### config.mk
export PLATFORM = sky130hd
export DESIGN_NAME = beacon_ssid_frame_filter_core_flat
export DESIGN_NICKNAME = d
export VERILOG_FILES = /design/src/hw/rtl/bssf_pkg.sv /design/src/hw/rtl/bssf_if.sv /design/src/hw/rtl/bssf_cfg_regs.sv /design/src/hw/rtl/bssf_parser.sv /design/src/hw/rtl/beacon_ssid_frame_filter_core.sv /design/src/flat_wrapper.sv
export SDC_FILE = /design/constraint.sdc
export NUM_CORES = 1
export LEC_CHECK = 0
export BUFFER_PORTS_ARGS = -buffer_cell sky130_fd_sc_hd__buf_2
export CORE_UTILIZATION = 37
export CTS_BUF_LIST = sky130_fd_sc_hd__clkbuf_2
export CTS_CLUSTER_SIZE = 14
export DETAILED_ROUTE_END_ITERATION = 16
export PLACE_DENSITY_LB_ADDON = 0.15
export SLEW_MARGIN = 20
export SYNTH_ARGS = -nofsm -noshare
export SYNTH_HDL_FRONTEND = slang
export SYNTH_SLANG_ARGS = --single-unit
### constraint.sdc
create_clock -name clk -period 3.35 [get_ports clk]
set_input_delay 0.1675 -clock clk [delete_from_list [all_inputs] [get_ports clk]]
set_output_delay 0.1675 -clock clk [all_outputs]
set_load 0.01 [all_outputs]
### src/hw/rtl/bssf_pkg.sv
// Shared types and constants for the beacon SSID frame filter.
package bssf_pkg;

  localparam int MAX_SSID_BYTES = 32;
  localparam logic [5:0] MAC_AND_FIXED_BYTES = 6'd36;

  localparam int CFG_INDEX_W = 3;
  localparam int CFG_DATA_W  = 64;

  localparam logic [CFG_INDEX_W-1:0] REG_LEAD_BYTES  = 3'd0;
  localparam logic [CFG_INDEX_W-1:0] REG_SSID_LENGTH = 3'd1;
  localparam logic [CFG_INDEX_W-1:0] REG_SSID_WORD0  = 3'd2;
  localparam logic [CFG_INDEX_W-1:0] REG_SSID_WORD1  = 3'd3;
  localparam logic [CFG_INDEX_W-1:0] REG_SSID_WORD2  = 3'd4;
  localparam logic [CFG_INDEX_W-1:0] REG_SSID_WORD3  = 3'd5;

  localparam logic [3:0]  LEAD_BYTES_RST  = 4'd6;
  localparam logic [5:0]  SSID_LENGTH_RST = 6'd17;
  // default 17-byte target name, byte 0 in the low bits
  localparam logic [63:0] SSID_WORD0_RST  = 64'h5441_4C5F_4946_4957;
  localparam logic [63:0] SSID_WORD1_RST  = 64'h5345_545F_5943_4E45;
  localparam logic [63:0] SSID_WORD2_RST  = 64'h0000_0000_0000_0054;
  localparam logic [63:0] SSID_WORD3_RST  = 64'h0000_0000_0000_0000;

  typedef struct packed {
    logic [3:0]       lead_bytes;
    logic [5:0]       ssid_length;
    logic [3:0][63:0] ssid_words;
  } bssf_cfg_t;

  typedef enum logic [2:0] {
    PH_HEADER = 3'd0,
    PH_ID     = 3'd1,
    PH_LEN    = 3'd2,
    PH_SKIP   = 3'd3,
    PH_NAME   = 3'd4,
    PH_DONE   = 3'd5
  } bssf_phase_t;

endpackage

### src/hw/rtl/bssf_if.sv
// Valid/ready channel interfaces for frame bytes, match results and register writes.
interface bssf_byte_if;
  logic       valid;
  logic       ready;
  logic [7:0] frame_byte;
  logic       frame_end;
  modport source (output valid, output frame_byte, output frame_end, input ready);
  modport sink   (input valid, input frame_byte, input frame_end, output ready);
endinterface

interface bssf_match_if;
  logic valid;
  logic ready;
  logic is_match;
  modport source (output valid, output is_match, input ready);
  modport sink   (input valid, input is_match, output ready);
endinterface

interface bssf_cfg_if;
  logic        valid;
  logic        ready;
  logic [2:0]  index;
  logic [63:0] data;
  modport source (output valid, output index, output data, input ready);
  modport sink   (input valid, input index, input data, output ready);
endinterface

### src/hw/rtl/bssf_cfg_regs.sv
// Configuration register file: lead byte count, SSID length and SSID bytes.
module bssf_cfg_regs
  import bssf_pkg::*;
(
  input  logic       clk,
  input  logic       rst_n,
  bssf_cfg_if.sink   cfg_s,
  output bssf_cfg_t  cfg
);

  bssf_cfg_t cfg_r;
  bssf_cfg_t cfg_nxt;

  assign cfg_s.ready = 1'b1;
  assign cfg         = cfg_r;

  always_comb begin
    cfg_nxt = cfg_r;
    if (cfg_s.valid) begin
      unique case (cfg_s.index)
        REG_LEAD_BYTES:  cfg_nxt.lead_bytes    = cfg_s.data[3:0];
        REG_SSID_LENGTH: cfg_nxt.ssid_length   = cfg_s.data[5:0];
        REG_SSID_WORD0:  cfg_nxt.ssid_words[0] = cfg_s.data;
        REG_SSID_WORD1:  cfg_nxt.ssid_words[1] = cfg_s.data;
        REG_SSID_WORD2:  cfg_nxt.ssid_words[2] = cfg_s.data;
        REG_SSID_WORD3:  cfg_nxt.ssid_words[3] = cfg_s.data;
        default:         cfg_nxt = cfg_r;
      endcase
    end
  end

  always_ff @(posedge clk) begin
    if (!rst_n) begin
      cfg_r.lead_bytes    <= LEAD_BYTES_RST;
      cfg_r.ssid_length   <= SSID_LENGTH_RST;
      cfg_r.ssid_words[0] <= SSID_WORD0_RST;
      cfg_r.ssid_words[1] <= SSID_WORD1_RST;
      cfg_r.ssid_words[2] <= SSID_WORD2_RST;
      cfg_r.ssid_words[3] <= SSID_WORD3_RST;
    end else begin
      cfg_r <= cfg_nxt;
    end
  end

endmodule

### src/hw/rtl/bssf_parser.sv
// Frame parser: header skip, element walk and SSID compare, one byte per fire.
module bssf_parser
  import bssf_pkg::*;
(
  input  logic       clk,
  input  logic       rst_n,
  input  logic       fire,
  input  logic [7:0] frame_byte,
  input  logic       frame_end,
  input  bssf_cfg_t  cfg,
  output logic       is_match
);

  bssf_phase_t phase_r, phase_nxt;
  logic [5:0]  hdr_pos_r, hdr_pos_nxt;
  logic        id_is_ssid_r, id_is_ssid_nxt;
  logic [7:0]  bytes_left_r, bytes_left_nxt;
  logic [5:0]  name_idx_r, name_idx_nxt;
  logic        match_r, match_nxt;
  logic        decided_r, decided_nxt;

  logic [5:0]  hdr_limit;
  logic [7:0]  target_byte;
  logic        len_bad;

  assign hdr_limit   = {2'b00, cfg.lead_bytes} + MAC_AND_FIXED_BYTES;
  assign target_byte = cfg.ssid_words[name_idx_r[4:3]][{name_idx_r[2:0], 3'b000} +: 8];
  assign len_bad     = (frame_byte != {2'b00, cfg.ssid_length}) ||
                       (cfg.ssid_length > 6'(MAX_SSID_BYTES));

  always_comb begin
    phase_nxt      = phase_r;
    hdr_pos_nxt    = hdr_pos_r;
    id_is_ssid_nxt = id_is_ssid_r;
    bytes_left_nxt = bytes_left_r;
    name_idx_nxt   = name_idx_r;
    match_nxt      = match_r;
    decided_nxt    = decided_r;
    unique case (phase_r)
      PH_HEADER: begin
        hdr_pos_nxt = hdr_pos_r + 6'd1;
        if (hdr_pos_nxt >= hdr_limit) phase_nxt = PH_ID;
      end
      PH_ID: begin
        id_is_ssid_nxt = (frame_byte == 8'd0);
        phase_nxt      = PH_LEN;
      end
      PH_LEN: begin
        if (id_is_ssid_r) begin
          if (len_bad) begin
            match_nxt   = 1'b0;
            decided_nxt = 1'b1;
            phase_nxt   = PH_DONE;
          end else if (frame_byte == 8'd0) begin
            // empty name against an empty target
            match_nxt   = 1'b1;
            decided_nxt = 1'b1;
            phase_nxt   = PH_DONE;
          end else begin
            match_nxt      = 1'b1;
            name_idx_nxt   = 6'd0;
            bytes_left_nxt = frame_byte;
            phase_nxt      = PH_NAME;
          end
        end else if (frame_byte == 8'd0) begin
          phase_nxt = PH_ID;
        end else begin
          bytes_left_nxt = frame_byte;
          phase_nxt      = PH_SKIP;
        end
      end
      PH_SKIP: begin
        bytes_left_nxt = bytes_left_r - 8'd1;
        if (bytes_left_nxt == 8'd0) phase_nxt = PH_ID;
      end
      PH_NAME: begin
        if (frame_byte != target_byte) match_nxt = 1'b0;
        name_idx_nxt   = name_idx_r + 6'd1;
        bytes_left_nxt = bytes_left_r - 8'd1;
        if (bytes_left_nxt == 8'd0) begin
          decided_nxt = 1'b1;
          phase_nxt   = PH_DONE;
        end
      end
      PH_DONE: begin
        phase_nxt = PH_DONE;
      end
      default: begin
        phase_nxt = PH_DONE;
      end
    endcase
  end

  always_comb begin
    is_match = decided_nxt && match_nxt;
  end

  always_ff @(posedge clk) begin
    if (!rst_n || (fire && frame_end)) begin
      phase_r      <= PH_HEADER;
      hdr_pos_r    <= 6'd0;
      id_is_ssid_r <= 1'b0;
      bytes_left_r <= 8'd0;
      name_idx_r   <= 6'd0;
      match_r      <= 1'b0;
      decided_r    <= 1'b0;
    end else if (fire) begin
      phase_r      <= phase_nxt;
      hdr_pos_r    <= hdr_pos_nxt;
      id_is_ssid_r <= id_is_ssid_nxt;
      bytes_left_r <= bytes_left_nxt;
      name_idx_r   <= name_idx_nxt;
      match_r      <= match_nxt;
      decided_r    <= decided_nxt;
    end
  end

endmodule

### src/hw/rtl/beacon_ssid_frame_filter_core.sv
// Top level of the beacon SSID frame filter: input stage, parser and result register.
//
// Frame bytes enter on in_s, one per request, with frame_end set on the last
// byte. The block skips lead_bytes bytes, the 24-byte MAC header and the 12
// fixed beacon fields, then walks the information elements. The first SSID
// element decides the frame. Each frame gives exactly one request on out_s,
// carrying is_match, produced from its last byte; other bytes give nothing.
// Registers are written on cfg_s (index 0..5), which is always ready; write
// them only while no frame is in flight.
// Throughput: one byte per cycle unless out_s stalls a frame end, set by the single
// parser state update that sits between the input register and the result register.
// Result path: the last byte is held in the input register, and when it fires
// the parser's verdict is captured in the result register that drives out_s.
// When out_s stalls, bytes that are not a frame end keep flowing; a frame end
// waits in the input register until the result register is free.
// Reset (rst_n low, synchronous) clears both stages and the parser and loads
// the register defaults: lead 6, length 17 and the 17-byte default name.
module beacon_ssid_frame_filter_core
  import bssf_pkg::*;
(
  input  logic         clk,
  input  logic         rst_n,
  bssf_byte_if.sink    in_s,
  bssf_match_if.source out_s,
  bssf_cfg_if.sink     cfg_s
);

  bssf_cfg_t  cfg;

  logic       in_valid_r, in_valid_nxt;
  logic [7:0] in_byte_r;
  logic       in_end_r;
  logic       out_valid_r, out_valid_nxt;
  logic       out_match_r;
  logic       fire;
  logic       match_now;

  // advance the held byte unless it would overwrite a result still waiting
  assign fire        = in_valid_r && (!in_end_r || !out_valid_r || out_s.ready);
  assign in_s.ready  = !in_valid_r || fire;
  assign out_s.valid    = out_valid_r;
  assign out_s.is_match = out_match_r;

  bssf_cfg_regs u_cfg (
    .clk   (clk),
    .rst_n (rst_n),
    .cfg_s (cfg_s),
    .cfg   (cfg)
  );

  bssf_parser u_parser (
    .clk        (clk),
    .rst_n      (rst_n),
    .fire       (fire),
    .frame_byte (in_byte_r),
    .frame_end  (in_end_r),
    .cfg        (cfg),
    .is_match   (match_now)
  );

  always_comb begin
    if (in_s.valid && in_s.ready) begin
      in_valid_nxt = 1'b1;
    end else if (fire) begin
      in_valid_nxt = 1'b0;
    end else begin
      in_valid_nxt = in_valid_r;
    end
    if (fire && in_end_r) begin
      out_valid_nxt = 1'b1;
    end else if (out_s.ready) begin
      out_valid_nxt = 1'b0;
    end else begin
      out_valid_nxt = out_valid_r;
    end
  end

  always_ff @(posedge clk) begin
    if (!rst_n) begin
      in_valid_r  <= 1'b0;
      out_valid_r <= 1'b0;
    end else begin
      in_valid_r  <= in_valid_nxt;
      out_valid_r <= out_valid_nxt;
    end
  end

  always_ff @(posedge clk) begin
    if (in_s.valid && in_s.ready) begin
      in_byte_r <= in_s.frame_byte;
      in_end_r  <= in_s.frame_end;
    end
    if (fire && in_end_r) begin
      out_match_r <= match_now;
    end
  end

endmodule
### src/flat_wrapper.sv
// flat-port wrapper written by rule: the top's interface ports become plain ports
module beacon_ssid_frame_filter_core_flat import bssf_pkg::*;
  (clk, rst_n, in_s_valid, in_s_frame_byte, in_s_frame_end, in_s_ready, out_s_valid, out_s_is_match, out_s_ready, cfg_s_valid, cfg_s_index, cfg_s_data, cfg_s_ready);
  bssf_byte_if in_s_i ();
  bssf_match_if out_s_i ();
  bssf_cfg_if cfg_s_i ();
  input  logic clk;
  input  logic rst_n;
  input wire logic [$bits(in_s_i.valid)-1:0] in_s_valid;
  input wire logic [$bits(in_s_i.frame_byte)-1:0] in_s_frame_byte;
  input wire logic [$bits(in_s_i.frame_end)-1:0] in_s_frame_end;
  output wire logic [$bits(in_s_i.ready)-1:0] in_s_ready;
  output wire logic [$bits(out_s_i.valid)-1:0] out_s_valid;
  output wire logic [$bits(out_s_i.is_match)-1:0] out_s_is_match;
  input wire logic [$bits(out_s_i.ready)-1:0] out_s_ready;
  input wire logic [$bits(cfg_s_i.valid)-1:0] cfg_s_valid;
  input wire logic [$bits(cfg_s_i.index)-1:0] cfg_s_index;
  input wire logic [$bits(cfg_s_i.data)-1:0] cfg_s_data;
  output wire logic [$bits(cfg_s_i.ready)-1:0] cfg_s_ready;
  assign in_s_i.valid = in_s_valid;
  assign in_s_i.frame_byte = in_s_frame_byte;
  assign in_s_i.frame_end = in_s_frame_end;
  assign in_s_ready = in_s_i.ready;
  assign out_s_valid = out_s_i.valid;
  assign out_s_is_match = out_s_i.is_match;
  assign out_s_i.ready = out_s_ready;
  assign cfg_s_i.valid = cfg_s_valid;
  assign cfg_s_i.index = cfg_s_index;
  assign cfg_s_i.data = cfg_s_data;
  assign cfg_s_ready = cfg_s_i.ready;
  beacon_ssid_frame_filter_core u_core (.clk(clk), .rst_n(rst_n), .in_s(in_s_i), .out_s(out_s_i), .cfg_s(cfg_s_i));
endmodule
Word-level counts from Yosys, hierarchy flattened:

Cells that the tools add are included.
Widths: inputs -> output; s select.

* memories: 0
* RAM bits: 0
* memory bits (read-only): 0
* logic and storage cells: 108
* bits in latches: 0
* output and inout port bits: 4
* register bits after elaboration: 304
* input port bits: 81

* shift-type cells: 1
* div/mod/pow operators: 0
* bitwise logic cells: 0
* $mul: 0
* $lt $le $gt $ge: 3
* mux-type cells: 31
* reductions and logical operators: 33
* add/subtract/negate cells: 4
* eq/ne operators: 18

Operators by type and width (count)
* $bmux 64 s2: 1
* $mux 64: 1
* $shiftx 64x7->8: 1
* $mux 8: 3
* $mux 6: 3
* $logic_not 8->1: 2
* $pmux 8 s2: 1
* $reduce_and 2->1: 8
* $pmux 3 s5: 1
* $mux 1: 13
* $add 6x1->6 const B: 2
* $eq 3x2->1 const B: 4
* $mux 3: 4
* $ne 2x2->1 const B: 6
* $pmux 6 s2: 1
* $eq 3x3->1 const B: 3
* $ne 8x6->1: 1
* $ne 8x8->1: 1
* $reduce_bool 2->1: 4
* $sub 8x1->8 const B: 1
* $add 4x6->6 const B: 1
* $eq 3x1->1 const B: 2
* $ge 6x6->1: 1
* $gt 6x6->1 const B: 1
* other kinds (12): 24

Logic depth before layout (Yosys ltp):

Gate-level depths: netlist (run 1).

* word-level depth: 7
* gate-level depth with buffers: 11
* depth with buffers taken out: 10

By module:

A second synthesis (run 1) with hierarchy kept.

* cells, all modules: 1396
* area total of the unflattened synthesis: 14350.0 sq um

Modules (own cells, without submodules)
* bssf_cfg_regs: times used 1, area each 10159.7 sq um, cells each 980, sequential area each 5325.1 sq um
* bssf_parser: times used 1, area each 3772.4 sq um, cells each 394, sequential area each 500.5 sq um
* beacon_ssid_frame_filter_core: times used 1, area each 417.9 sq um, cells each 22, sequential area each 340.3 sq um

Worst setup path before layout (run 1):

Ideal clock, no wire load.

* kind: reg-to-reg
* start: register u_core.u_parser.name_idx_r[4]
* end: register u_core.out_match_r, in the netlist u_core.out_s.is_match (data pin)
* arrival: 2.295 ns
* required time: 3.083 ns
* path buffers: 3
* library setup time: 0.267 ns
* cell stages (with the launch flop): 12
* setup slack: 0.788 ns
* period minus slack after synthesis: 2.562 ns
* path through: dfxtp_1 > buf_2 > buf_4 > buf_2 > mux2_1 > a222oi_1 > mux2i_1 > o22ai_1 > xnor2_1 > nor3_1 > a31oi_1 > nor3_1

* longest elaborated chain between the ends: 7

RTL lines
* start, declared: line bssf_parser.sv:18 `logic [5:0] name_idx_r, name_idx_nxt;`
* start signal, assigned: line bssf_parser.sv:112 `name_idx_r <= name_idx_nxt;`
* $bmux 64 s2: line bssf_parser.sv:27 `assign target_byte = cfg.ssid_words[name_idx_r[4:3]][{name_idx_r[2:0], 3'b000} +: 8];`
* $mux 64 (implied by the code): line bssf_parser.sv:27
* $shiftx 64x7->8: line bssf_parser.sv:27
* $ne 8x8->1: line bssf_parser.sv:77 `if (frame_byte != target_byte) match_nxt = 1'b0;`
* $mux 1: line bssf_parser.sv:77
* $pmux 1 s2: line bssf_parser.sv:39 `unique case (phase_r)`
* $logic_and 1x1->1: line bssf_parser.sv:95 `is_match = decided_nxt && match_nxt;`
* named net u_core.match_now: line beacon_ssid_frame_filter_core.sv:36 `logic match_now;`
* end signal, assigned: line beacon_ssid_frame_filter_core.sv:94 `out_match_r <= match_now;`
* end, declared: line beacon_ssid_frame_filter_core.sv:34 `logic out_match_r;`

The timed path passes the listed nets, and every way through them passes these cells. The select of a mux whose other input is x is not followed.
A chain may end at the register's enable or synchronous reset.

Final worst setup path (run 1):

Ends and elaborated chain as after synthesis.

==> metrics, run 1 <==
first-pass GRT wire length 68.68 mm; Synth area leaders dfxtp_1 42%, nand2_1 15%, a21boi_0 11%, mux4_2 7.5%, mux2i_1 3.3%; # H-tree levels 3; Avg WL per Cell 18.31 um; worst-skew pair later-pin latency 0.94 ns; initial antenna violation count 1; HPWL after DPL 25.61 mm; Primary FF master, synth dfxtp_1; r2r endpoint u_core.out_s.is_match; CTS Buf Count 82; Min Clock Period, post-route 3.027 ns; cells after synthesis 1577; Fin. Hold Viols 0; Post CTS Setup Buffer Count 0; Setup Skew 0.06254 ns; critical path arrival 3.77 ns; final hold slack 0.09167 ns; io pins 85; startpoint types register; Internal 4.976 mW; Seq cells post-synth 303; Vias/cell 5.184; first drt pass iteration count 8; Seq/Total Area, Yosys 44.63%; CTS max path bufs 3; EDFF count, synth 10; syn_area_per_cell 8.761 um^2; Crit Path Max Fanout 19; largest net degree at the start of global routing 269; Slowest cell on crit path mux4_2; syn nets 1668; Residual DRC 0; switching pwr 1.899 mW; nets 1923; critical path type register to register; Worst-path clk slew 0.10 ns; Vias 12200; Rows 70; starting density of the core 37.65%; most frequent cell after synthesis nand2_1; cell family with most CP delay compound AO/OA/AOI/OAI gates; Area Growth Syn to Fin 24.09%; Hold Crit Depth 4; Leak Pwr 6.449 nW; Yosys warnings 0; DR iter-0 viols 890; Synth Cell Area 13820 um^2; Worst Setup SP u_core.u_parser.name_idx_r[4]; Gate power share 8.9%; GRT Total Usage 23.18%; grt ovf 0; layout cells sized above 1 16.67%; clock root cell clkbuf_2; CP required 4.09 ns; CTS tree done; unrepaired setup endpoints after global routing false; final WL 43.08 mm; synth unique cells 57; Worst Setup End Kind register; Net Sw Frac 27.62%; Final Max Slew Viols 0; CP cell instances buf_4 -> mux4_2 -> a22o_1 -> a211oi_1 -> a21oi_1 -> xor2_1 -> nor4_1 -> a31oi_1 -> nor3_1; Final period util 90.35%; fraction of registers with async set/reset 0%; status complete, no violations; gpl congestion 0.8804; part of the power in registers 54.9%; # resized after CTS 0; Clock power frac 36.2%; PwrDens 401.0 nW/um^2; flop2flop setup slack 0.32 ns; Port Buffer Count 83; Hold Crit Class primary input to register; max incr delay on CP 0.56 ns; Final ANT Viol Nets 0; Slew headroom 7.744%; largest area contributor in the netlist dfxtp_1; DIE HEIGHT 195.2 um; Core Box Area 36700 um^2; worst setup path end u_core.out_s.is_match; # clock sinks 303; cells on worst reg2reg path 9; setup_tns 0 ns; Stages on worst setup path 9; vias in the first global route 12100; die area 38120 um^2; final setup violation count 0; top-area cell type share of the netlist area 42.46%; max-cap viol count 0; top cells by count, synth 545 x nand2_1, 293 x dfxtp_1, 196 x a21boi_0; WP buf/inv 1; Reg2Reg Launch Point u_core.u_parser.name_idx_r[4]; Fmax 330.4 MHz; Worst Max-Slew Pin Slew 1.384 ns; Die W 195.2 um; VDD IR-drop max 0.2115 mV
[how the worst min path moves through the flow]
stage,from,end,slack (ns)
2_1_floorplan,in_s_frame_byte[0],u_core.in_byte_r[0],0.27
3_3_place_gp,in_s_frame_byte[5],u_core.in_byte_r[5],0.35
3_5_place_dp,in_s_frame_byte[7],u_core.in_byte_r[7],0.35
4_1_cts,cfg_s_data[28],u_core.u_cfg.cfg[220],0.002
5_1_grt,cfg_s_data[28],u_core.u_cfg.cfg[220],0.04
6_report,cfg_s_data[57],u_core.u_cfg.cfg[121],0.09
[layer usage]
| metal | up-vias | global-route usage, % | wire length [um] |
|---|---|---|---|
| met5 | - | 0 | 0 |
| met4 | 0 | 7.787 | 910 |
| met3 | 74 | 4.387 | 2404 |
| met2 | 345 | 37.24 | 19730 |
| met1 | 5866 | 31.20 | 20030 |
| li1 | 5912 | - | - |
[sequential cells by signal, indices dropped and copies added (netlist names)]
signal and flops:
u_core.in_byte_r 8, u_core.out_s.is_match 1, u_core.u_parser.decided_r 1, u_core.u_parser.match_r 1
u_core.in_end_r 1, u_core.u_parser.phase_r 3, u_core.out_s.valid 1, u_core.in_valid_r 1
u_core.u_cfg.cfg 266, u_core.u_parser.bytes_left_r 8, u_core.u_parser.name_idx_r 5, u_core.u_parser.id_is_ssid_r 1
u_core.u_parser.hdr_pos_r 6
[metrics by stage]
step                      area [um^2]  setup WS, ns  cells  util [%]  power [mW]
after floorplan                 13820        0.7883   1577         -       4.095
after global routing            17140        0.1327   2353     46.72       7.224
after global placement          14720        0.4343   2042     40.11       4.310
after detailed placement        14720        0.3804   2042     40.11       4.312
after CTS                       17140        0.3418   2352     46.71       6.985
final                           17140        0.3232   2353     46.72       6.875
[layout by cell type, fill, tap and decap left out, drive strengths merged, types with 11 or more instances in the layout]
cell type and instances:
mux2 14, dfxtp 293, nor3 13, a21boi 196
nor2b 16, clkbuf 123, buf 116, a22oi 11
mux4 52, nand2 545, xor2 17, nand3 70
dlygate4sd3 173, mux2i 46, nor2 48, o21ai 15
[timing repair]
| item | in CTS | in global routing |
|---|---|---|
| endpoints found under the setup margin | 0 | 0 |
| hold endpoints to repair | 309 | 0 |
| hold buffers | 174 | 0 |
[power by group through the flow]
stage	clock network (mW)	logic [mW]	registers, mW
detailed placement	0	0.458	3.85
CTS	2.60	0.614	3.77
floorplan	0	0.270	3.82
global placement	0	0.453	3.86
finish	2.49	0.614	3.77
global route	2.77	0.675	3.78
[logic make-up (layout without fill, tap and decap cells)]
kind of cell,count (synthesis),in the layout,synth area share (%)
other cells,1,2,0.02714
buf+inv,127,434,3.659
simple gates,723,723,21.36
mux,112,112,13.14
flops,303,303,44.63
fa+ha+maj,10,10,0.9056
compound gates,276,276,14.69
xor+xnor,25,25,1.585
[cell type report]
| cell class | instances | area (um^2) |
|---|---|---|
| antenna | 1 | 2.502 |
| clock buffer | 123 | 615.6 |
| clock inverter | 13 | 56.30 |
| fill | 3593 | 19550 |
| inverter | 9 | 33.78 |
| multi-input combinational | 1147 | 7177 |
| sequential | 303 | 6172 |
| tap | 468 | 585.6 |
| timing repair buffer | 289 | 2501 |
[worst min-delay path, stage by stage]
cell	delay, ns
dlygate4sd3_1	0.54
buf_2	0.16
nand2_1	0.06
nand3_1	0.07
Note: power is estimated with default switching activity, not from simulation.
==> inputs of run 2 (changes only) <==
--- a/config.mk
+++ b/config.mk
@@ -10,7 +10,6 @@
 export CTS_BUF_LIST = sky130_fd_sc_hd__clkbuf_2
 export CTS_CLUSTER_SIZE = 14
 export DETAILED_ROUTE_END_ITERATION = 16
-export PLACE_DENSITY_LB_ADDON = 0.15
 export SLEW_MARGIN = 20
 export SYNTH_ARGS = -nofsm -noshare
 export SYNTH_HDL_FRONTEND = slang
==> run 2 against run 1 <==
Net effect:
- combinational power shrank 12%
- first-iteration DRC count up 8.7%
- worst setup slack gained 0.040 ns
- sequential cell count did not move
- sequential share of layout area increased by 1.8 points
- cell area down 4.7%
- die area is the same
- non-clock buffer count fell by 82
- critical path depth is the same
- global-route usage down 1.6 points
- critical path type unchanged
- critical endpoint is now u_core.u_parser.match_r
==> metrics, run 2 (synthesized netlist as in run 1, its figures left out) <==
layout cells sized above 1 17.19%; Leak Pwr 6.119 nW; Worst Setup End Kind register; Crit Path Max Fanout 22; Vias/cell 5.258; Min Clock Period, post-route 2.987 ns; Stages on worst setup path 9; first-pass GRT wire length 65.11 mm; Hold Crit Depth 2; Final ANT Viol Nets 0; most frequent cells in the layout 545 x nand2_1, 290 x dfxtp_1, 196 x a21boi_0, 125 x clkbuf_2, 97 x dlygate4sd3_1; final setup violation count 0; Core Box Area 36700 um^2; Rows 70; Residual DRC 0; # H-tree levels 3; max-cap viol count 0; io pins 85; Fin. Hold Viols 0; nets 1840; Slowest cell on crit path dfxtp_4; Area Growth Syn to Fin 18.27%; final WL 40.59 mm; CTS max path bufs 3; DIE HEIGHT 195.2 um; dpl ws 0.3980 ns; CTS Buf Count 81; Reg2Reg Launch Point u_core.u_parser.name_idx_r[4]; PwrDens 421.1 nW/um^2; Worst Setup SP u_core.u_parser.name_idx_r[4]; setup_tns 0 ns; Die W 195.2 um; Setup Skew 0.08171 ns; CP cell instances buf_12 -> mux4_2 -> mux2i_1 -> o2bb2ai_1 -> a311oi_1 -> xnor2_1 -> nor4_1 -> a31oi_1 -> a211oi_2; die area 38120 um^2; critical path arrival 3.80 ns; PnR Total Power 6.880 mW; worst setup path end u_core.u_parser.match_r; Worst Max-Slew Pin Slew 1.312 ns; # resized after CTS 0; CTS tree done; cell family with most CP delay compound AO/OA/AOI/OAI gates; gpl congestion 0.8582; max incr delay on CP 0.54 ns; final setup margin 0.3634 ns; status complete, no violations; initial antenna violation count 1; Slew headroom 12.53%; Final Max Slew Viols 0; flop2flop setup slack 0.36 ns; critical path type register to register; grt ovf 0; unrepaired setup endpoints after global routing false; Avg WL per Cell 17.86 um; final hold slack 0.07525 ns; Vias 11950; cells on worst reg2reg path 9; # clock sinks 303; clock root cell clkbuf_2; DP Cell Count 2037; largest net degree at the start of global routing 269; first drt pass iteration count 8; Fmax 334.8 MHz; Worst-path clk slew 0.10 ns; Post CTS Setup Buffer Count 0; WP buf/inv 1; Port Buffer Count 83; r2r endpoint u_core.u_parser.match_r; worst-skew pair later-pin latency 0.90 ns; fin cells 2273; commonest non-fill, non-tap cell in the layout nand2_1; vias in the first global route 12010; VDD IR-drop max 0.2075 mV; max FFs per register 266; GRT Total Usage 21.57%; Hold Crit Class primary input to register; Final period util 89.15%; DR iter-0 viols 967; CP required 4.16 ns; starting density of the core 37.65%; HPWL after DPL 24.47 mm; startpoint types register
==> run 2: cell types whose count changed in the layout (fill, tap and decap cells not counted), moves of 2 or more <==
cell / previous run / this run
clkbuf_2: 123 / 125
dlygate4sd3_1: 173 / 97
buf_12: 8 / 5
buf_4: 25 / 22
==> run 2: through the flow <==
| stage | util, % | instance area [um^2] |
|---|---|---|
| 2_1_floorplan | - | 13820 |
| 5_1_grt | 44.52 | 16340 |
| 3_5_place_dp | 39.95 | 14660 |
| 4_1_cts | 44.48 | 16320 |
| 6_report | 44.52 | 16340 |
| 3_3_place_gp | 39.95 | 14660 |
==> run 2: layout make-up <==
cell class / instances / area (um^2)
diodes: 2 / 5.005
clock buffers: 125 / 625.6
clock inverters: 12 / 78.83
fillers: 3628 / 20360
inverters: 9 / 33.78
multi-input cells: 1147 / 7181
flip-flops and latches: 303 / 6172
well taps: 468 / 585.6
repair buffers: 207 / 1658
==> run 2: power breakdown <==
part           switching, mW  internal, mW
combinational          0.286         0.252
sequential            0.0631          3.71
clock                   1.53          1.05
==> run 2: timing repair <==
action,CTS,global route
hold endpoints to repair,288,1
setup endpoints to repair,0,0
hold buffers,96,1
==> run 2: worst min path at each step <==
stage                       start                   to
3_3_place_gp   in_s_frame_byte[0]  u_core.in_byte_r[0]
2_1_floorplan  in_s_frame_byte[0]  u_core.in_byte_r[0]
5_1_grt        in_s_frame_byte[0]  u_core.in_byte_r[0]
6_report       in_s_frame_byte[0]  u_core.in_byte_r[0]
3_5_place_dp   in_s_frame_byte[4]  u_core.in_byte_r[4]
4_1_cts        in_s_frame_byte[0]  u_core.in_byte_r[0]
==> run 2: metal layers <==
layer | global-route usage, % | share of wire, % | vias to the layer above | routed length [um]
li1 | - | - | 5756 | -
met1 | 27.87 | 46 | 5794 | 18510
met2 | 35.33 | 47 | 327 | 18980
met3 | 4.646 | 5.3 | 75 | 2146
met4 | 7.932 | 2.4 | 0 | 960
met5 | 0 | 0 | - | 0
